## src/hw/rtl/wbps_pkg.sv

```systemverilog
// wbps_pkg: shared types and constants for the wildcard byte pattern search
// used by wbps_cell, wbps_align, the top level and its checker
// no dependencies
package wbps_pkg;

  // fixed field widths
  localparam int unsigned ByteW    = 8;
  localparam int unsigned IdxW     = 6;
  localparam int unsigned LenW     = 7;
  localparam int unsigned AddrW    = 64;
  localparam int unsigned PatchW   = 32;
  localparam int unsigned StatusW  = 3;
  localparam int unsigned CfgIdxW  = 2;
  localparam int unsigned CfgDataW = 64;

  // number of pattern positions the entry index can reach
  localparam int unsigned EntryCnt = 1 << IdxW;

  // width for comparing lengths, counts and cell indexes (values up to 511)
  localparam int unsigned CmpW = 9;

  typedef enum logic [1:0] {
    OP_LOAD  = 2'd0,
    OP_START = 2'd1,
    OP_SCAN  = 2'd2
  } opcode_e;

  typedef enum logic [StatusW-1:0] {
    ST_READY     = 3'd0,
    ST_SEARCHING = 3'd1,
    ST_FOUND     = 3'd2,
    ST_NOT_FOUND = 3'd3,
    ST_INVALID   = 3'd4
  } status_e;

  typedef enum logic [CfgIdxW-1:0] {
    CFG_LENGTH = 2'd0,
    CFG_BASE   = 2'd1,
    CFG_PATCH  = 2'd2
  } cfg_reg_e;

  // control broadcast to every cell of the chain
  typedef struct packed {
    logic             load;
    logic             shift;
    logic [IdxW-1:0]  entry_index;
    logic [ByteW-1:0] pattern_byte;
    logic             care;
    logic [LenW-1:0]  len;
  } cell_ctl_t;

endpackage

```

## src/hw/rtl/wbps_cell.sv

```systemverilog
// wbps_cell: one pattern position of the search chain
// holds a pattern byte with its care bit and one history byte, compares its window byte
// depends on wbps_pkg
module wbps_cell
  import wbps_pkg::*;
#(
  parameter int unsigned Idx = 0
) (
  input  logic             clk_i,
  input  cell_ctl_t        ctl_i,
  input  logic [ByteW-1:0] byte_i,
  input  logic [ByteW-1:0] win_i,
  output logic [ByteW-1:0] byte_o,
  output logic             hit_o
);

  localparam bit               Reach   = Idx < EntryCnt;
  localparam logic [IdxW-1:0]  IdxCode = IdxW'(Idx % EntryCnt);
  localparam logic [CmpW-1:0]  IdxWide = CmpW'(Idx);

  logic [ByteW-1:0] pat_q;
  logic             care_q;
  logic [ByteW-1:0] hist_q;

  // pattern entry load and history shift toward the next cell
  always_ff @(posedge clk_i) begin
    if (ctl_i.load && Reach && (ctl_i.entry_index == IdxCode)) begin
      pat_q  <= ctl_i.pattern_byte;
      care_q <= ctl_i.care;
    end
    if (ctl_i.shift) begin
      hist_q <= byte_i;
    end
  end

  assign byte_o = hist_q;

  // positions past the pattern length and wildcards always hit
  assign hit_o = (IdxWide >= CmpW'(ctl_i.len)) | ~care_q | (pat_q == win_i);

endmodule

```

## config.mk

```make
export PLATFORM = sky130hd
export DESIGN_NAME = wbps_cell
export DESIGN_NICKNAME = d
export VERILOG_FILES = /design/src/hw/rtl/wbps_pkg.sv /design/src/hw/rtl/wbps_cell.sv
export SDC_FILE = /design/constraint.sdc
export NUM_CORES = 1
export LEC_CHECK = 0
export BUFFER_PORTS_ARGS = -buffer_cell sky130_fd_sc_hd__buf_2
export CAP_MARGIN = 10
export CORE_UTILIZATION = 37
export DETAILED_ROUTE_END_ITERATION = 12
export PLACE_DENSITY = 0.87
export REMOVE_ABC_BUFFERS = 1
export SYNTH_ARGS = -nofsm -noshare
export SYNTH_HDL_FRONTEND = slang
export SYNTH_SLANG_ARGS = --single-unit
```

## constraint.sdc

```tcl
create_clock -name clk_i -period 2.05 [get_ports clk_i]
set_clock_uncertainty 0.05 [all_clocks]
set_input_delay 0.205 -clock clk_i [delete_from_list [all_inputs] [get_ports clk_i]]
set_output_delay 0.205 -clock clk_i [all_outputs]
set_load 0.03 [all_outputs]
```

---- After elaboration in Yosys (flattened, before gate mapping) ----
Cells that the tools add are included.
Widths: inputs -> output; s select.
word-level totals
  register bits after elaboration ......... 17
  input port bits ......................... 41
  output and inout bits ................... 9
  word-level logic and storage cells ...... 10
operators by class
  magnitude comparators ................... 1
  equal/unequal tests ..................... 1
  bitwise gates (word level) .............. 3
  reductions and logical operators ........ 2
operators with widths
  cell                count
  $eq 8x8->1          1
  $ge 1x7->1 const A  1
  $logic_not 6->1     1
  $or 1x1->1          2
  $logic_and 1x1->1   1
  $not 1->1           1

---- Depth between registers and ports, before layout ----
  depth after elaboration ................. 3
  depth in mapped cells ................... 3
  mapped depth without buffers ............ 3

---- Least setup slack after synthesis ----
No wires, ideal clock.
  path kind ............................... input to register
  start ................................... input ctl_i[18] (netlist bit)
  end ..................................... register care_q, enable pin
  setup time .............................. 382 ps
  arrival time ............................ 1,301 ps
  path slack .............................. 317 ps
  stages on the path ...................... 2
  buffers on the path ..................... 0
  cell sequence ........................... or4b_1 nor4_2
between the ends
  cells in the longest elaborated chain, start to end .. 2
RTL lines
  element               line             RTL
  from (decl)           wbps_cell.sv:10  input cell_ctl_t ctl_i,
  $logic_not 6->1       wbps_cell.sv:27  if (ctl_i.load && Reach && (ctl_i.entry_index == IdxCode)) begin
  $logic_and 1x1->1     wbps_cell.sv:27
  to (signal assigned)  wbps_cell.sv:29  care_q <= ctl_i.care;
  to (decl)             wbps_cell.sv:22  logic care_q;
No other way between the ends.
A chain may end at the register's enable or synchronous reset.

---- Worst setup path after layout ----
  start ................................... register pat_q[4]
  end ..................................... output hit_o
between the ends
  cells in the longest elaborated chain, start to end .. 2
RTL lines
  element                 line             RTL
  from (decl)             wbps_cell.sv:21  logic [ByteW-1:0] pat_q;
  from (signal assigned)  wbps_cell.sv:28  pat_q <= ctl_i.pattern_byte;
  $eq 8x8->1              wbps_cell.sv:39  assign hit_o = (IdxWide >= CmpW'(ctl_i.len)) | ~care_q | (pat_q == win_i);
  $or 1x1->1              wbps_cell.sv:39
  to (decl)               wbps_cell.sv:14  output logic hit_o
No other way between the ends.

==> results.sh <==
export IMPL_endpoint_kind="output port"
export IMPL_routed_via_density=4.54
export IMPL_cts_resized=0
export IMPL_fin_ws_ps=448
export IMPL_final_cells=103
export IMPL_finalInstanceArea_um2=937
export IMPL_holdPathEnd="pat_q[5]$_DFFE_PP_"
export IMPL_cts_tree="done"
export IMPL_cts_htree_levels=1
export IMPL_drv_cap=0
export IMPL_arrival_ps=1350
export IMPL_p_leak_nw=0.396
export IMPL_first_pass_iters=7
export IMPL_slew_viol_final=0
export IMPL_synth_ff_latch_count=17
export IMPL_clockBufferDepth=2
export IMPL_slowest_delay_ps=400
export IMPL_p_per_area_nw_per_um2=697
export IMPL_critPathTopFamily="flip-flops"
export IMPL_yosysSeqAreaShare_pct=80.0
export IMPL_clk_pin_slew_ps=90
export IMPL_final_nets=129
export IMPL_drive_gt1_share_pct=62.1
export IMPL_outcome="complete, but fails checks"
export IMPL_insertedDiodeCount=0
export IMPL_synth_area_um2=638
export IMPL_die_w_um=43.5
export IMPL_wl_per_cell_um=11.5
export IMPL_ir_worst_vdd_mv=0.519
export IMPL_pre_cts_ws_ps=484
export IMPL_die_h_um=43.5
export IMPL_synthCells=33
export IMPL_grtUsageMet2_pct=27.6
export IMPL_grt_max_degree=10
export IMPL_root_buffer="clkbuf_4"
export IMPL_dieArea_um2=1890
export IMPL_synth_most_common_cell="edfxtp_1"
export IMPL_cts_buffers=3
export IMPL_post_cts_buffers=0
export IMPL_path_class="flop to output port"
export IMPL_grt_pass1_wl_um=1770
export IMPL_worst_path_buf_inv=1
export IMPL_initial_utilization_pct=40.9
export IMPL_synth_common_cells="edfxtp_1, xnor2_1, nand4_1"
export IMPL_grtUsageMet3_pct=1.25
export IMPL_busiest_layer="met2"
export IMPL_grt_setup_unrepaired="false"
export IMPL_p_total_w=0.000653
export IMPL_fin_setup_tns_ps=0
export IMPL_yosys_area_top_type="edfxtp_1"
export IMPL_start_kind="flop"
export IMPL_area_delta_synth_final_pct=46.9
export IMPL_period_share_pct=78.1
export IMPL_synthTopCellsByArea="edfxtp_1, xnor2_1, nand4_1, nor4_2, or4b_1"
export IMPL_max_slew_margin_pct=85.0
export IMPL_gp_routability_congestion=0.736
export IMPL_tightest_slew_ps=222
export IMPL_hp_class="input pin to flop"
export IMPL_place_area_um2=911
export IMPL_first_global_vias=442
export IMPL_setup_viol_count_final=0
export IMPL_grt_antenna_before_repair=0
export IMPL_grt_overflow_total=0
export IMPL_globalRouteMet1Util_pct=11.1
export IMPL_cp_required_ps=1790
export IMPL_cp_num_cells=4
export IMPL_synth_edf_count=17
export IMPL_via_count=468
export IMPL_hold_violations=0
export IMPL_track_usage_pct=13.4
export IMPL_synth_area_per_cell_um2=19.3
export IMPL_drc=3
export IMPL_nFillCells=121
export IMPL_violations="DRC"
export IMPL_async_flop_share_pct=0
export IMPL_critical_path_max_fanout=1
export IMPL_ys_warn_count=0
export IMPL_critPathSlowestCell="edfxtp_1"
export IMPL_synth_cell_type_count=9
export IMPL_synth_ff_type="edfxtp_1"
export IMPL_cts_sinks=17
export IMPL_wl_um=1190
export IMPL_rows=14
export IMPL_fin_crit_ps=1600
export IMPL_drt_iter0_drc=7
export IMPL_holdPathStages=1
export IMPL_cp_cell_sequence="xnor2_1 > nand4_1 > o211ai_1 > buf_2"
export IMPL_fp_coreArea_um2=1560
export IMPL_port_buffers=49
export IMPL_io_pins=50
export IMPL_fmax_mhz=624
export IMPL_cts_hold_buf=0
export IMPL_dp_cells=99
export IMPL_drtAntennaViolNets=0
export IMPL_yosysTopAreaCellShare_pct=80.0
export IMPL_holdCritStartpoint="ctl_i[13]"
[worst max path at each step]
stage | from | endpoint | slack (ps)
after floorplan | ctl_i[18] | care_q$_DFFE_PP_ | 320
after global placement | ctl_i[18] | care_q$_DFFE_PP_ | 540
after detailed placement | ctl_i[18] | care_q$_DFFE_PP_ | 480
after CTS | pat_q[4]$_DFFE_PP_ | hit_o | 400
after global routing | pat_q[4]$_DFFE_PP_ | hit_o | 320
final | pat_q[4]$_DFFE_PP_ | hit_o | 450
[cell type report]
type	count	area [µm²]	share of cell area [%]
sequential	17	510	54.5
tap	16	20.0	2.14
clock buffer	4	26.3	2.80
multi-input combinational	16	128	13.6
timing repair buffer	50	253	27.0
[registers in the layout, indices dropped and copies added, names as in the netlist]
register / cells
byte_o: 8
care_q: 1
pat_q: 8
[metrics by stage]
stage | util, % | hold slack, ps
4_1_cts | 60.1 | 40.3
3_5_place_dp | 58.4 | 333
5_1_grt | 60.1 | 35.7
2_1_floorplan | - | 254
3_3_place_gp | 58.4 | 333
6_report | 60.1 | 47.8
[cells in the final DEF, fill, tap and decap left out]
cell      instances
nor3_1            1
nand2_1           1
buf_2            49
clkbuf_4          3
or4b_1            1
o211ai_1          1
xnor2_1           8
nor4_2            1
nor4_1            1
nand4_1           2
clkbuf_1          1
buf_4             1
edfxtp_1         17
[where the power goes]
group / total (W) / internal, W / switching (W)
Combinational: 0.0000903 / 0.0000421 / 0.0000481
Sequential: 0.000400 / 0.000397 / 0.00000289
Clock: 0.000162 / 0.0000754 / 0.0000869
[logic make-up after synthesis]
| group | synth area share (%) |
|---|---|
| AND/OR/NAND/NOR | 7.84 |
| AO/OA/AOI/OAI | 1.18 |
| XOR/XNOR | 11.0 |
| flip-flops | 80.0 |
[metal layers]
metal | share of wire, % | vias to the layer above
met5 | 0 | -
met4 | 1.6 | 0
met3 | 4.7 | 2
met2 | 62 | 22
met1 | 32 | 204
li1 | - | 240
(Power assumes the default switching activity.)
